File: config.mk
export PLATFORM = sky130hd
export DESIGN_NAME = sacl_queue
export DESIGN_NICKNAME = d
export VERILOG_FILES = /design/src/rtl/sacl_queue.sv
export SDC_FILE = /design/constraint.sdc
export NUM_CORES = 1
export LEC_CHECK = 0
export BUFFER_PORTS_ARGS = -buffer_cell sky130_fd_sc_hd__buf_2
export CORE_MARGIN = 8
export CORE_UTILIZATION = 55
export DETAILED_ROUTE_END_ITERATION = 7
export MAX_ROUTING_LAYER = met4
export PLACE_DENSITY = 0.83
export SYNTH_ARGS = -nofsm -noshare
export SYNTH_HDL_FRONTEND = slang
export SYNTH_SLANG_ARGS = --single-unit
File: constraint.sdc
create_clock -name clk_i -period 5.3 [get_ports clk_i]
set_input_delay 1.59 -clock clk_i [delete_from_list [all_inputs] [get_ports clk_i]]
set_output_delay 1.59 -clock clk_i [all_outputs]
set_load 0.005 [all_outputs]
File: src/rtl/sacl_queue.sv
// Two-entry queue of decoded requests between the front and back ends.
// No package needed.
module sacl_queue #(
  parameter int unsigned WIDTH = 62
) (
  input  logic             clk_i,
  input  logic             rst_ni,
  input  logic             push_i,
  input  logic [WIDTH-1:0] push_data_i,
  output logic             full_o,
  input  logic             pop_i,
  output logic             valid_o,
  output logic [WIDTH-1:0] pop_data_o
);

  logic [WIDTH-1:0] entry_q [2];
  logic             wr_ptr_q;
  logic             rd_ptr_q;
  logic [1:0]       count_q;

  assign full_o     = (count_q == 2'd2);
  assign valid_o    = (count_q != 2'd0);
  assign pop_data_o = entry_q[rd_ptr_q];

  // Pointers and fill count.
  always_ff @(posedge clk_i or negedge rst_ni) begin
    if (!rst_ni) begin
      wr_ptr_q <= 1'b0;
      rd_ptr_q <= 1'b0;
      count_q  <= 2'd0;
    end else begin
      if (push_i) begin
        wr_ptr_q <= !wr_ptr_q;
      end
      if (pop_i) begin
        rd_ptr_q <= !rd_ptr_q;
      end
      if (push_i && !pop_i) begin
        count_q <= count_q + 2'd1;
      end else if (pop_i && !push_i) begin
        count_q <= count_q - 2'd1;
      end
    end
  end

  // Entry storage.
  always_ff @(posedge clk_i) begin
    if (push_i) begin
      entry_q[wr_ptr_q] <= push_data_i;
    end
  end

endmodule

* Word level (Yosys, flattened, before mapping)
Memories as Yosys holds them, arrays and structs flattened.
Index checks and enable logic that the tools add are counted.
** Word-level totals
- Flip-flop bits (word level) :: 4
- Bits in latches :: 0
- RAM bits :: 124
- Bits in read-only memories :: 0
- Bits of input ports :: 66
- Output and inout port bits :: 64
- Word-level logic and storage cells :: 19
- Memories kept :: 1
** Cells by class
- $add $sub $neg :: 2
- $mul :: 0
- Div/mod/pow operators :: 0
- $lt $le $gt $ge :: 0
- Eq/ne operators :: 1
- Shifts and indexed selects :: 0
- Mux-type cells :: 4
- Bitwise gates (word level) :: 0
- Reduce and logical (&&, ||, !) cells :: 8
** Memory list
- entry_q :: words 2, width 62, rd ports 1, clocked after memory_dff 0, write ports 1, line 16 : logic [WIDTH-1:0] entry_q [2];
** Operators by type and width (number)
- logical NOT 1 bit :: 4
- 2-to-1 mux 2 bit :: 2
- nonzero test 2 bit :: 2
- adder 2 x 1 -> 2 bit, second input constant :: 1
- equality test 2 bit, second input constant :: 1
- logical AND 1 bit :: 2
- 2-to-1 mux 1 bit :: 2
- subtractor 2 x 1 -> 2 bit, second input constant :: 1

* Longest topological paths before layout
- Word-level depth :: 4
- Depth in mapped cells :: 5
- Gate-level depth less buffers :: 5

* Worst setup path after synthesis
OpenSTA, ideal clock, no wires.
- Path type :: input to register
- Start point :: in push_i
- End point :: mem entry_q[0][0] (enable)
- Library setup time :: 0.490 ns
- Arrival :: 4.319 ns
- Required time :: 4.810 ns
- Path slack :: 0.491 ns
- Stages on the path :: 1
- Buffers on the path :: 0
- Cells stage by stage :: nor2b_1
** Between the ends
- Word-level cells in the longest chain between the ends :: 2
** RTL lines
- start: declaration :: line 8 : input logic push_i,
- 2-to-1 mux 1 bit :: line 48 : if (push_i) begin
- 2-to-1 mux 1 bit (implied by the code) :: line 49 : entry_q[wr_ptr_q] <= push_data_i;
- end: declaration :: line 16
Every way passes these cells.

* Final worst setup path
- Start point :: reg rd_ptr_q
- End point :: out pop_data_o[1]
** Between the ends
- Word-level cells in the longest chain between the ends :: 1
** RTL lines
- start: declaration :: line 18 : logic rd_ptr_q;
- start signal: assignment :: line 36 : rd_ptr_q <= !rd_ptr_q;
- memory (2 x 62 bit)
- end: declaration :: line 13 : output logic [WIDTH-1:0] pop_data_o
Every way passes these cells.

==> results.cfg <==
[setup_path]
worstPathRequired_ps = 3710
criticalPathCategory = flop to primary output
path_cells = buf_4 -> mux2_4 -> buf_2
crit_arrival_ps = 2310
path_buf_inv = 2
crit_slowest_cell = dfrtp_4
critPathTopFamily = flip-flops
start_kind = flop
ff2ff_setup_slack_ps = 3310
end_kind = primary output
crit_path_max_incr_delay_ps = 950
cp_max_fo = 45

[pwr]
p_leak_uw = 0.00262
ir_worst_vdd_uv = 344
p_per_area_nw_per_um2 = 583

[clock_tree]
clk_pin_slew_ps = 60
cts_setup_buffers = 0
cts_buffers = 17
clk_latency_ps = 500
htreeDepth = 4
cts.path.max_buffers = 2
cts_hold_buf = 0
cts_sinks = 128
cts_tree = yes
cts-root-buf = clkbuf_8
cts-resized-gates = 0

[floorplan]
die_x_um = 111
core_um2 = 8720
die_h_um = 111
io_pins = 130
die_area_um2 = 12300
start_util_pct = 56.9
num_rows = 34

[cells_and_area]
syn_to_final_growth_pct = 28.1
fill_cells = 529
final_net_count = 421
n_antenna_cell = 0
drive_gt1_share_pct = 62.4

[global_route]
grt_pass1_wl_mm = 14.0
grt_max_degree = 46
grt_usage_pct = 15.3
gr-total-overflow = 0
grt_antenna_before_repair = 0
grt_pass1_vias = 2692

[sta]
fmax_mhz = 256
setup_tns_ps = 0
tightest_slew_ps = 837
rsz0062_at_grt = no
max_slew_margin_pct = 44.2
hold_viol_final = 0
setup_viol_count_final = 0
period_minus_slack_ps = 3900
drv_slew = 0
finalCritPeriodShare_pct = 73.6
fin_skew_ps = 10.6
fin_worst_hold_slack_ps = 487

[placed_design]
io_buffers = 129
place.gp.congestion = 0.675
hpwl_mm = 6.05

[logic_synthesis]
syn_inst = 209
syn_nets = 276
ys_ff_latch = 128
synth.distinct_cells = 14
synth.avg_cell_area_um2 = 23.7
synthesis.area_um2 = 4960
ys_warn_count = 0
seq_area_frac_synth_pct = 77.0

[hold_path]
worst_hold_path_type = flop to flop

[detailed_routing]
vias = 2381
drc = 0
vias_per_cell = 5.01
wl_per_cell_um = 18.6
wirelength_mm = 8.85
drt_iter0_drc = 129
dr.pass1.iters = 4
antenna_left = 0

[run]
maxCapViolCount = 0

[outcome]
status = complete, no violations
## metrics by stage
stage	power, uW	util [%]	area, um^2	std cells	worst slack [ps]
final	3710	72.9	6360	475	1400
after global routing	3870	72.9	6360	475	1290
after CTS	3760	72.9	6360	475	1330
after detailed placement	2380	64.8	5660	443	1880
after global placement	2360	64.8	5660	443	1910
after floorplan	2130	-	4960	209	491
## cell usage in the layout, fill, tap and decap left out, types with 2 or more instances in the layout
master and n:
buf_2 129, buf_4 4, bufinv_16 8, clkbuf_16 16, clkinv_4 2, clkinvlp_4 2
dfrtp_1 3, edfxtp_1 124, mux2_2 3, mux2_4 59, xor2_1 4
## power by group
part,internal (uW),total (uW),switching (uW)
Clock,955,1370,410
Sequential,1350,1500,148
Combinational,517,845,328
## logic make-up after synthesis
group	after synthesis	synth area share (%)
DFF	128	77.0
muxes	62	18.5
buffers and inverters	8	2.72
xor gates and xnor gates	5	0.882
and+or+nand+nor	5	0.580
adders and majority gates	1	0.252
## cell type report
| cell class | instances | area, um^2 | share of cell area, % |
|---|---|---|---|
| sequential | 128 | 3830 | 60.2 |
| multi-input combinational | 73 | 1010 | 15.9 |
| timing repair buffer | 133 | 676 | 10.6 |
| clock buffer | 18 | 418 | 6.57 |
| clock inverter | 14 | 285 | 4.49 |
| tap | 108 | 135 | 2.13 |
| inverter | 1 | 3.75 | 0.0590 |
## synthesized netlist by cell type
cell / instances / share of area [%]
nor2_1: 1 / 0.076
dfrtp_1: 4 / 2.0
or2_2: 1 / 0.13
buf_6: 1 / 0.23
ha_1: 1 / 0.25
inv_1: 1 / 0.076
and2_1: 1 / 0.13
mux2_2: 3 / 0.68
xor2_1: 4 / 0.71
xnor2_1: 1 / 0.18
edfxtp_1: 124 / 75
nor2b_1: 2 / 0.25
buf_12: 6 / 2.4
mux2_4: 59 / 18
## registers in the layout, summed over array words and instances, names as in the netlist
name and count:
entry_q 124, rd_ptr_q 1, count_q 2, wr_ptr_q 1
## routing by layer
layer  routed length (um)  track usage, %  vias up
met4                  116            6.22        0
li1                     -               -     1118
met3                  540            5.63       11
met2                 4650            25.2       85
met5                    0               -        -
met1                 3550            16.3     1167
## path summary, 6_finish.rpt
check                      cells after the start              startpoint                 endpoint
setup / recovery                               3    rd_ptr_q$_DFFE_PN0P_            pop_data_o[1]
hold / removal                                 1  count_q[1]$_DFFE_PN0P_   count_q[1]$_DFFE_PN0P_
setup reg to reg                               2    wr_ptr_q$_DFFE_PN0P_  entry_q[0][3]$_DFFE_PP_
hold reg to reg                                1  count_q[1]$_DFFE_PN0P_   count_q[1]$_DFFE_PN0P_
max in group asynchronous                      1                  rst_ni     rd_ptr_q$_DFFE_PN0P_
min in group asynchronous                      1                  rst_ni     wr_ptr_q$_DFFE_PN0P_
No activity file was read; power rests on OpenSTA's default activity.
