[config.mk]
export PLATFORM = sky130hd
export DESIGN_NAME = sacl_front
export DESIGN_NICKNAME = d
export VERILOG_FILES = /design/src/rtl/sacl_pkg.sv /design/src/rtl/sacl_front.sv
export SDC_FILE = /design/constraint.sdc
export NUM_CORES = 1
export LEC_CHECK = 0
export ABC_AREA = 1
export BUFFER_PORTS_ARGS = -buffer_cell sky130_fd_sc_hd__buf_2
export CAP_MARGIN = 20
export CORE_MARGIN = 2
export CORE_UTILIZATION = 42
export CTS_BUF_LIST = sky130_fd_sc_hd__clkbuf_16
export CTS_CLUSTER_DIAMETER = 30
export CTS_CLUSTER_SIZE = 30
export DETAILED_ROUTE_END_ITERATION = 10
export PLACE_DENSITY_LB_ADDON = 0.1
export SYNTH_ARGS = -nofsm -noshare
export SYNTH_HDL_FRONTEND = slang
export SYNTH_SLANG_ARGS = --single-unit
[constraint.sdc]
create_clock -name clk_i -period 1.4 [get_ports clk_i]
set_input_delay 0.21 -clock clk_i [delete_from_list [all_inputs] [get_ports clk_i]]
set_output_delay 0.21 -clock clk_i [all_outputs]
set_load 0.1 [all_outputs]
[src/rtl/sacl_pkg.sv]
// Shared types and codes for the set-associative tag store.
// Used by the front end, back end and top level; depends on nothing.
package sacl_pkg;

  // Width of the way field of a result.
  localparam int unsigned RSP_WAY_W = 3;

  // Operation codes of a request.
  localparam logic OP_READ  = 1'b0;
  localparam logic OP_EVICT = 1'b1;

  // Replacement mode register codes.
  localparam logic MODE_LRU = 1'b0;
  localparam logic MODE_OPT = 1'b1;

  // One request transaction.
  typedef struct packed {
    logic               operation;
    logic [31:0]        address;
    logic signed [31:0] priority_req;
  } req_t;

  // One result transaction.
  typedef struct packed {
    logic                 hit;
    logic [RSP_WAY_W-1:0] way;
    logic                 replaced_valid;
  } rsp_t;

  // Back-end sequencer states.
  typedef enum logic [2:0] {
    BK_CLEAR,
    BK_IDLE,
    BK_LOOK,
    BK_SCAN,
    BK_FILL
  } back_state_e;

endpackage

[src/rtl/sacl_front.sv]
// Front end: accepts a request, cuts the address and splits it into set and tag.
// Uses sacl_pkg::req_t; feeds the request queue.
module sacl_front #(
  parameter int unsigned SETS      = 2048,
  parameter int unsigned BLOCK_LOG = 4,
  parameter int unsigned ADDR_BITS = 32,
  parameter int unsigned SET_W     = 11,
  parameter int unsigned TAG_W     = 17,
  parameter int unsigned QW        = 1 + SET_W + TAG_W + 32
) (
  input  logic            clk_i,
  input  logic            rst_ni,
  input  logic            take_i,
  input  sacl_pkg::req_t  req_i,
  output logic            ready_o,
  output logic            push_o,
  output logic [QW-1:0]   push_data_o,
  input  logic            full_i
);

  localparam int unsigned ABITS     = (ADDR_BITS < 32) ? ADDR_BITS : 32;
  localparam int unsigned SET_LOG   = (SETS > 1) ? $clog2(SETS) : 0;
  localparam int unsigned TSHIFT    = BLOCK_LOG + SET_LOG;
  localparam logic [31:0] ADDR_MASK = 32'((64'd1 << ABITS) - 64'd1);
  localparam bit          SETS_POW2 = ((SETS & (SETS - 1)) == 0);

  logic               pend_q;
  logic               op_q;
  logic [TAG_W-1:0]   tag_q;
  logic [31:0]        prio_q;
  logic [31:0]        addr_cut;
  logic [31:0]        blk;
  logic [31:0]        tag_full;
  logic [SET_W-1:0]   set_val;
  logic               done;

  // Address cut to the address width, then block number and tag.
  assign addr_cut = req_i.address & ADDR_MASK;
  assign blk      = addr_cut >> BLOCK_LOG;
  assign tag_full = addr_cut >> TSHIFT;

  if (SETS_POW2) begin : g_pow2
    logic [SET_W-1:0] set_q;

    // Set count is a power of two: the set index is a mask of the block number.
    always_ff @(posedge clk_i) begin
      if (take_i) begin
        set_q <= SET_W'(blk) & SET_W'(SETS - 1);
      end
    end

    assign set_val = set_q;
    assign done    = pend_q;
  end else begin : g_div
    // The reciprocal is exact for every 32-bit block number with this shift.
    localparam int unsigned RSH   = 32 + SET_LOG;
    localparam logic [63:0] RECIP = ((64'd1 << RSH) + 64'(SETS) - 64'd1) / 64'(SETS);

    logic [31:0] blk_q;
    logic [31:0] quo_q;
    logic        step_q;
    logic [65:0] prod;
    logic [31:0] rem_val;

    // Quotient by reciprocal multiplication, registered; the remainder is formed combinationally from it.
    assign prod    = 66'(blk_q) * 66'(RECIP[33:0]);
    assign rem_val = blk_q - (quo_q * 32'(SETS));

    always_ff @(posedge clk_i or negedge rst_ni) begin
      if (!rst_ni) begin
        step_q <= 1'b0;
      end else if (take_i) begin
        step_q <= 1'b0;
      end else if (pend_q) begin
        step_q <= 1'b1;
      end
    end

    always_ff @(posedge clk_i) begin
      if (take_i) begin
        blk_q <= blk;
      end
      quo_q <= 32'(prod >> RSH);
    end

    assign set_val = rem_val[SET_W-1:0];
    assign done    = pend_q && step_q;
  end

  // Hand the decoded request to the queue as soon as there is room.
  assign push_o      = done && !full_i;
  assign ready_o     = !pend_q || push_o;
  assign push_data_o = {op_q, set_val, tag_q, prio_q};

  always_ff @(posedge clk_i or negedge rst_ni) begin
    if (!rst_ni) begin
      pend_q <= 1'b0;
    end else if (take_i) begin
      pend_q <= 1'b1;
    end else if (push_o) begin
      pend_q <= 1'b0;
    end
  end

  always_ff @(posedge clk_i) begin
    if (take_i) begin
      op_q   <= req_i.operation;
      tag_q  <= tag_full[TAG_W-1:0];
      prio_q <= req_i.priority_req;
    end
  end

endmodule

Word level (Yosys, flattened, before mapping). Cells that the tools add are included.

Output and inout port bits: 63. Logic and storage cells: 12. Input port bits: 69. Flip-flop bits (word level): 62.

Reductions and logical operators: 5. Multiplexer cells: 2.

Operators by type and width (number): $logic_not 1->1 (2); $mux 1 (2); $reduce_bool 2->1 (1); $logic_and 1x1->1 (1); $logic_or 1x1->1 (1).

Depth between registers and ports, before layout. Gate-level depths: netlist of the first run.

Word-level depth: 4. Depth in mapped cells: 2. Gate-level depth less buffers: 2.

Least setup slack after synthesis of the first run. Ideal clock, no wire load.

Path type: flip-flop to output port. From: register pend_q (netlist: done). To: output push_o. Data arrival time: 1.616 ns. Path slack: -0.426 ns. Stages on the path, launching flop included: 3. Required time: 1.190 ns. Cells stage by stage: dfrtp_1 -> inv_1 -> nor2_1.

Word-level cells in the longest chain between the ends: 1.

Ends and longest elaborated chain: from (decl) (line sacl_front.sv:27) `logic pend_q;`; from (signal assigned) (line sacl_front.sv:97) `pend_q <= 1'b0;`; from (signal assigned) (line sacl_front.sv:99) `pend_q <= 1'b1;`; from (signal assigned) (line sacl_front.sv:101) `pend_q <= 1'b0;`; $logic_and 1x1->1 (line sacl_front.sv:91) `assign push_o = done && !full_i;`; to (decl) (line sacl_front.sv:16) `output logic push_o,`.

No other way between the ends.

Worst setup path after layout of the first run.
From: register prio_q[30]. To: output push_data_o[30].

RTL lines: from (decl) (line sacl_front.sv:30) `logic [31:0] prio_q;`; from (signal assigned) (line sacl_front.sv:109) `prio_q <= req_i.priority_req;`; to (decl) (line sacl_front.sv:17) `output logic [QW-1:0] push_data_o,`.

No word-level cell between the ends.

==> reports/results.txt, run 1 <==
GR Util All Layers - 15.4%
CORE AREA - 4320 µm²
Post-Route Setup TNS - 0 ns
outcome - complete, no violations
routed wire length - 3790 µm
placer congestion estimate - 0.674
Post-CTS Setup Bufs - 0
setup slack, reg-to-reg - 0.80 ns
Peak supply drop - 1.04 mV
Slew Viols, Final - 0
Vias/cell - 4.51
vias in the first global route - 1254
cells along the critical path - buf_2
HP Class - input pin to flop
Yosys top cell by area - edfxtp_1
CTS tree - built
dpl hpwl - 2750 µm
WP data arrival - 1.07 ns
Worst R2R Path Depth - 2
max-cap viol count - 0
die height - 71.0 µm
Crit path required time - 1.19 ns
Final Util - 66.6%
delay-heaviest family, CP - buffers and inverters
clk_lat worst skew - 0.31 ns
DRC Markers - 0
min-delay src - req_i[14]
Yosys top cell area share - 97.3%
LEAKAGE - 0.00128 µW
NumNets Final - 277
Inserted Diodes - 0
Hold Vio Cnt, Final - 0
share of cells above drive strength 1 - 65.6%
post-synth cell types - 6
CP Launch Type - flop
Fillers - 325
Worst slew margin - 66.6%
Cells after Synth - 68
Worst-path clk slew - 0.05 ns
IO Port Bufs - 127
Die W - 71.0 µm
Synthesized Nets - 137
fin crit share - 91.5%
Die Area - 5040 µm²
Synth Register Bits - 62
drt pass-1 iters - 4
P&R area growth vs syn - 53.0%
Vias - 1190
yosys warns - 0
Fmax - 781 MHz
Min-Delay Endpoint - prio_q[14]
CP max stage cell - buf_2
sequential share of the synthesized area - 98.6%
CP endpoint kind - primary output
Reg2Reg Capture Point - done
RSZ-0062 raised after global routing - no
Sink Count - 62
buffer and inverter count on the worst path - 1
Num CTS Buffers - 9
Iteration-0 DRC Markers - 71
# IOs - 132
Synth Area per Inst - 27.7 µm²
# H-tree levels - 3
crit path time final - 1.28 ns
Synth area leaders - edfxtp_1, dfrtp_1, buf_4
ANT nets after route - 0
worst-path fanout max - 1
power per cell area - 1860 nW/µm²
CP max stage delay - 0.43 ns
initial core utilization - 43.5%
clk buf depth - 2
Worst Clk Skew - 0 ns
Worst Max-Slew Pin Slew - 0.505 ns
Site Rows - 24
initial antenna violation count - 0
first-pass GRT wire length - 5600 µm
Synth Cell Area - 1880 µm²
cell count of the worst hold path - 1
critical path class - flop to primary output
Worst R2R Start - done
largest net degree at the start of global routing - 34
Setup Viol. Count Final - 0
Wirelength per Cell - 14.4 µm
GRT overflow - 0
CTS Root Cell - clkbuf_16
## how the worst max path moves through the flow
stage                    start              end  slack [ns]  depth (start not counted)
finish              prio_q[30]  push_data_o[30]        0.12                          1
global route              done           push_o        0.08                          3
CTS                 prio_q[19]  push_data_o[19]        0.11                          1
detailed placement        done          ready_o        0.34                          2
global placement          done          ready_o        0.35                          2
floorplan                 done           push_o        0.05                          2
## stage by stage
| stage | hold WS (ns) | total power, µW | setup WS (ns) | instance area, µm² | instances |
|---|---|---|---|---|---|
| floorplan | -0.0856 | 3350 | 0.0498 | 1890 | 68 |
| global route | 0.0596 | 5560 | 0.0771 | 2880 | 264 |
| finish | 0.0733 | 5370 | 0.119 | 2880 | 264 |
| detailed placement | -0.0122 | 3620 | 0.335 | 2620 | 248 |
| CTS | 0.0635 | 5430 | 0.109 | 2880 | 264 |
| global placement | -0.0149 | 3600 | 0.348 | 2620 | 248 |
## cell usage after synthesis (all sizes together)
cell type	number
nor2	1
edfxtp	61
nand2	2
inv	2
dfrtp	1
buf	1
## power breakdown
group | internal [µW] | switching [µW] | total, µW
Combinational | 171 | 1170 | 1340
Clock | 1140 | 648 | 1790
Sequential | 2210 | 32.2 | 2240
## state kept, by name (all words and copies together) (netlist names)
signal,flops
op_q,1
g_pow2.set_q,11
tag_q,17
done,1
prio_q,32
## cell type report
cell class / count / area [µm²] / area share, %
clock buffers: 9 / 225 / 7.82
clock inverters: 6 / 22.5 / 0.782
inverters: 2 / 7.51 / 0.261
multi-input cells: 3 / 13.8 / 0.478
flip-flops and latches: 62 / 1860 / 64.4
well taps: 52 / 65.1 / 2.26
repair buffers: 130 / 691 / 24.0
## placed cells by master, fill, tap and decap left out
master           n
buf_2          125
edfxtp_1        61
clkbuf_16        9
inv_1            4
clkinv_1         4
nand2_1          2
buf_4            2
buf_12           2
nor2_2           1
dfrtp_1          1
dlygate4sd3_1    1
## timing repair
action	in CTS	in global routing
hold endpoints to repair	1	0
endpoints found under the setup margin	2	0
hold buffers	1	0
gates resized for setup	2	0
## layer usage
layer	GRT usage [%]	part of all wire, %
met5	0	0
met4	10.7	2.7
met3	6.84	9.0
met2	26.0	52
met1	14.9	36
## kinds of logic (layout without fill, tap and decap cells)
| group | count (synthesis) | in the layout | share of synthesized area [%] |
|---|---|---|---|
| simple gates | 3 | 3 | 0.598 |
| buf+inv | 3 | 147 | 0.798 |
| flops | 62 | 62 | 98.6 |
Note: power is estimated with default switching activity, not from simulation.
==> run 2: changes to the inputs <==
--- a/config.mk
+++ b/config.mk
@@ -15,6 +15,7 @@
 export CTS_CLUSTER_SIZE = 30
 export DETAILED_ROUTE_END_ITERATION = 10
 export PLACE_DENSITY_LB_ADDON = 0.1
+export SETUP_SLACK_MARGIN = 0.3
 export SYNTH_ARGS = -nofsm -noshare
 export SYNTH_HDL_FRONTEND = slang
 export SYNTH_SLANG_ARGS = --single-unit
==> run 2 against run 1 <==
Critical path depth up 2. Utilization is 9.8 points higher. Fmax increased by 5.1%. Via count down 0.59%. Combinational power increased by 14%. Register-to-register slack worse by 0.06 ns. Count of clock-buffer cells in the layout unchanged. Critical endpoint is now push_o. Largest power group unchanged. Highest routed layer unchanged.
==> reports/results.txt, run 2 (same netlist as run 1, synthesis figures left out) <==
outcome - complete, no violations
Fillers - 264
vias in the first global route - 1290
CP Depth - 3
Sequential Area - 1860 µm²
footprint of the multi-input gates - 21.3 µm²
commonest cells after routing, fill and taps aside - buf_2, edfxtp_1, buf_6, clkbuf_16, buf_12
Crit path required time - 1.19 ns
die height - 71.0 µm
share of cells above drive strength 1 - 67.3%
Final Util - 76.4%
delay-heaviest family, CP - flip-flops
largest register by flop count - prio_q
dpl hpwl - 2810 µm
largest net degree at the start of global routing - 32
CP max stage delay - 0.37 ns
first-pass GRT wire length - 6170 µm
Fmax - 821 MHz
HP Class - input pin to flop
CTS tree - built
min-delay src - req_i[27]
Wirelength per Cell - 15.4 µm
LEAKAGE - 0.00142 µW
buffer and inverter count on the worst path - 2
Worst-path clk slew - 0.05 ns
Slew Viols, Final - 0
setup slack, reg-to-reg - 0.74 ns
Post-CTS Setup Bufs - 0
Hold Slack - 0.0700 ns
WP data arrival - 1.01 ns
CP Launch Type - flop
Vias - 1183
CP endpoint kind - primary output
GRT overflow - 0
Die Area - 5040 µm²
Min-Delay Endpoint - prio_q[27]
power per cell area - 1700 nW/µm²
clk_lat worst skew - 0.31 ns
# IOs - 132
RSZ-0062 raised after global routing - yes
P&R area growth vs syn - 75.5%
routed wire length - 4050 µm
Setup Viol. Count Final - 0
crit path time final - 1.22 ns
NumNets Final - 277
CP max stage cell - dfrtp_1
drt pass-1 iters - 6
fin crit share - 87.0%
CORE AREA - 4320 µm²
worst-path fanout max - 2
number of placed instances, taps included - 248
Post-Route Setup TNS - 0 ns
Die W - 71.0 µm
cells along the critical path - inv_2 -> nor2_4 -> buf_12
clk buf depth - 2
Inserted Diodes - 0
placer congestion estimate - 0.742
GR Util All Layers - 17.2%
ANT nets after route - 0
Peak supply drop - 0.933 mV
Reg2Reg Capture Point - done
Site Rows - 24
DRC Markers - 0
critical path class - flop to primary output
Worst R2R Path Depth - 2
initial antenna violation count - 0
# H-tree levels - 3
Worst slew margin - 86.0%
Top Registers - prio_q x32, tag_q x17, g_pow2.set_q x11
Sink Count - 62
IO Port Bufs - 127
Num CTS Buffers - 9
CTS Root Cell - clkbuf_16
Iteration-0 DRC Markers - 61
Worst R2R Start - done
Vias/cell - 4.50
Hold Vio Cnt, Final - 0
Worst Max-Slew Pin Slew - 0.211 ns
Worst Clk Skew - 0 ns
max reg flops - 32
max-cap viol count - 0
initial core utilization - 43.5%
cell count of the worst hold path - 1
Layout Cells excl Fill - 263
leading cell type in the layout, fill and taps excluded - buf_2
==> run 2: worst max-delay path by stage <==
stage               startpoint              to  slack [ns]
floorplan            prio_q[0]  push_data_o[0]        0.29
global placement          done         ready_o        0.35
detailed placement        done         ready_o        0.33
CTS                       done          push_o        0.16
global route              done          push_o        0.12
finish                    done          push_o        0.18
==> run 2: per-layer routing <==
layer	GRT usage [%]	up-vias	part of all wire, %
met5	0	-	0
met4	7.55	0	0.82
met3	9.40	5	10
met2	29.6	73	56
met1	17.2	557	33
li1	-	548	-
==> run 2: metrics by stage <==
stage                     power, µW  instance area, µm²  worst slack [ns]
final                          5620                3300             0.182
after global routing           5790                3300             0.124
after CTS                      5650                3280             0.163
after detailed placement       3630                2640             0.331
after global placement         3610                2640             0.346
after floorplan                3360                1890             0.286
==> run 2: area by class of cell <==
type / instances / share of cell area (%)
Timing Repair Buffer: 130 / 33.5
Inverter: 2 / 0.227
Clock buffer: 9 / 6.82
Sequential cell: 62 / 56.2
Clock inverter: 5 / 0.606
Multi-Input combinational cell: 3 / 0.644
Tap cell: 52 / 1.97
==> run 2: where the power goes <==
| part | internal [µW] | switching, µW |
|---|---|---|
| sequential | 2210 | 67.6 |
| combinational | 358 | 1180 |
| clock | 1140 | 661 |
==> run 2: timing repair <==
action                                  CTS  global route
endpoints found under the setup margin   63            63
hold buffers                              1             0
endpoints found under the hold margin     1             0
resized for setup                       125             5
==> run 3: changes to the inputs <==
--- a/config.mk
+++ b/config.mk
@@ -9,13 +9,14 @@
 export BUFFER_PORTS_ARGS = -buffer_cell sky130_fd_sc_hd__buf_2
 export CAP_MARGIN = 20
 export CORE_MARGIN = 2
-export CORE_UTILIZATION = 42
+export CORE_UTILIZATION = 43
 export CTS_BUF_LIST = sky130_fd_sc_hd__clkbuf_16
 export CTS_CLUSTER_DIAMETER = 30
 export CTS_CLUSTER_SIZE = 30
 export DETAILED_ROUTE_END_ITERATION = 10
 export PLACE_DENSITY_LB_ADDON = 0.1
 export SETUP_SLACK_MARGIN = 0.3
+export SKIP_CTS_REPAIR_TIMING = 1
 export SYNTH_ARGS = -nofsm -noshare
 export SYNTH_HDL_FRONTEND = slang
 export SYNTH_SLANG_ARGS = --single-unit
==> run 3 against run 2 <==
Flip-flop and latch count did not move. Die area fell by 2.2%. Clock skew did not move. Register-to-register slack improved by 0.04 ns. Count of clock-buffer cells in the layout did not move. Global-route usage fell by 2.7 points. Worst setup slack improved by 0.019 ns. Highest routed layer unchanged.
==> reports/results.txt, run 3 (same netlist as run 1, synthesis figures left out) <==
outcome - complete, no violations
Sink Count - 62
clk_lat worst skew - 0.30 ns
worst-path fanout max - 2
fin crit share - 85.6%
max reg flops - 32
Fmax - 834 MHz
placer congestion estimate - 0.709
leading cell type in the layout, fill and taps excluded - buf_2
CP endpoint kind - primary output
initial antenna violation count - 0
die height - 70.2 µm
max-cap viol count - 0
Post-Route Setup TNS - 0 ns
Wirelength per Cell - 14.1 µm
Reg2Reg Capture Point - done
NumNets Final - 277
CP startpoint - done
Die Area - 4920 µm²
Setup Viol. Count Final - 0
Vias - 1153
Num CTS Buffers - 9
cell area after layout - 3280 µm²
number of placed instances, taps included - 248
P&R area growth vs syn - 74.3%
Worst R2R Start - done
Hold Vio Cnt, Final - 0
Die W - 70.2 µm
Layout Cells excl Fill - 262
# IOs - 132
dpl hpwl - 2710 µm
setup slack, reg-to-reg - 0.78 ns
Worst R2R Path Depth - 2
crit path time final - 1.20 ns
WP data arrival - 0.99 ns
LEAKAGE - 0.00141 µW
HP Class - input pin to flop
CTS tree - built
CP max stage cell - dfrtp_1
Site Rows - 24
CORE AREA - 4290 µm²
GR Util All Layers - 14.6%
Worst Max-Slew Pin Slew - 0.211 ns
DRC Markers - 0
delay-heaviest family, CP - flip-flops
ANT nets after route - 0
GRT overflow - 0
# H-tree levels - 3
Worst Clk Skew - 0 ns
CP Launch Type - flop
Fillers - 287
Inserted Diodes - 0
min-delay src - req_i[21]
RSZ-0062 raised after global routing - yes
Area after DPL - 2640 µm²
Min-Delay Endpoint - prio_q[21]
largest net degree at the start of global routing - 32
cells along the critical path - nand2_2 -> buf_6
buffer and inverter count on the worst path - 1
vias in the first global route - 1163
Hold Slack - 0.0774 ns
clk buf depth - 2
IO Port Bufs - 127
Iteration-0 DRC Markers - 77
Worst slew margin - 86.0%
Peak supply drop - 1.12 mV
Worst-path clk slew - 0.05 ns
Sequential Area - 1860 µm²
Top Registers - prio_q x32, tag_q x17, g_pow2.set_q x11
commonest cells after routing, fill and taps aside - buf_2, buf_6, edfxtp_1, clkbuf_16, buf_12
routed wire length - 3690 µm
critical path class - flop to primary output
Final Util - 76.4%
first-pass GRT wire length - 5290 µm
initial core utilization - 43.9%
CTS Root Cell - clkbuf_16
Crit path required time - 1.19 ns
Slew Viols, Final - 0
Vias/cell - 4.40
largest register by flop count - prio_q
CP max stage delay - 0.39 ns
power per cell area - 1700 nW/µm²
footprint of the multi-input gates - 21.3 µm²
share of cells above drive strength 1 - 68.1%
drt pass-1 iters - 4
cell count of the worst hold path - 1
==> run 3: changes by cell type in the layout (fill, tap and decap cells not counted) <==
| cell | delta |
|---|---|
| buf_6 | +4 |
| buf_8 | -3 |
| buf_12 | -1 |
| clkinv_1 | -1 |
| clkinv_2 | +1 |
| inv_1 | -1 |
==> run 3: layer usage <==
layer / vias to the layer above / global-route usage, % / part of all wire (%)
li1: 546 / - / -
met1: 542 / 15.0 / 33
met2: 63 / 25.1 / 56
met3: 2 / 6.20 / 10
met4: 0 / 7.69 / 0.30
met5: - / 0 / 0
==> run 3: through the flow <==
step	total power (µW)	setup slack, ns
final	5570	0.201
after global routing	5730	0.171
after CTS	5400	0.0173
after detailed placement	3630	0.345
after global placement	3610	0.348
after floorplan	3360	0.286
==> run 3: final cells by class <==
cell class / count / share of cell area [%]
Clock buffer: 9 / 6.86
Inverter: 2 / 0.229
Multi-Input combinational cell: 3 / 0.648
Tap cell: 52 / 1.98
Clock inverter: 4 / 0.534
Timing Repair Buffer: 130 / 33.2
Sequential cell: 62 / 56.6
==> run 3: worst max-delay path by stage <==
stage,cells past startpoint,slack [ns],end
final,2,0.20,ready_o
after global routing,2,0.17,ready_o
after CTS,2,0.02,ready_o
after detailed placement,2,0.34,ready_o
after global placement,2,0.35,ready_o
after floorplan,0,0.29,push_data_o[0]
==> run 3: report_power, final <==
group	internal (µW)	leakage [µW]	total, µW	switching, µW
clock	1140	0.000122	1770	627
combinational	349	0.000678	1520	1170
sequential	2210	0.000608	2280	65.4
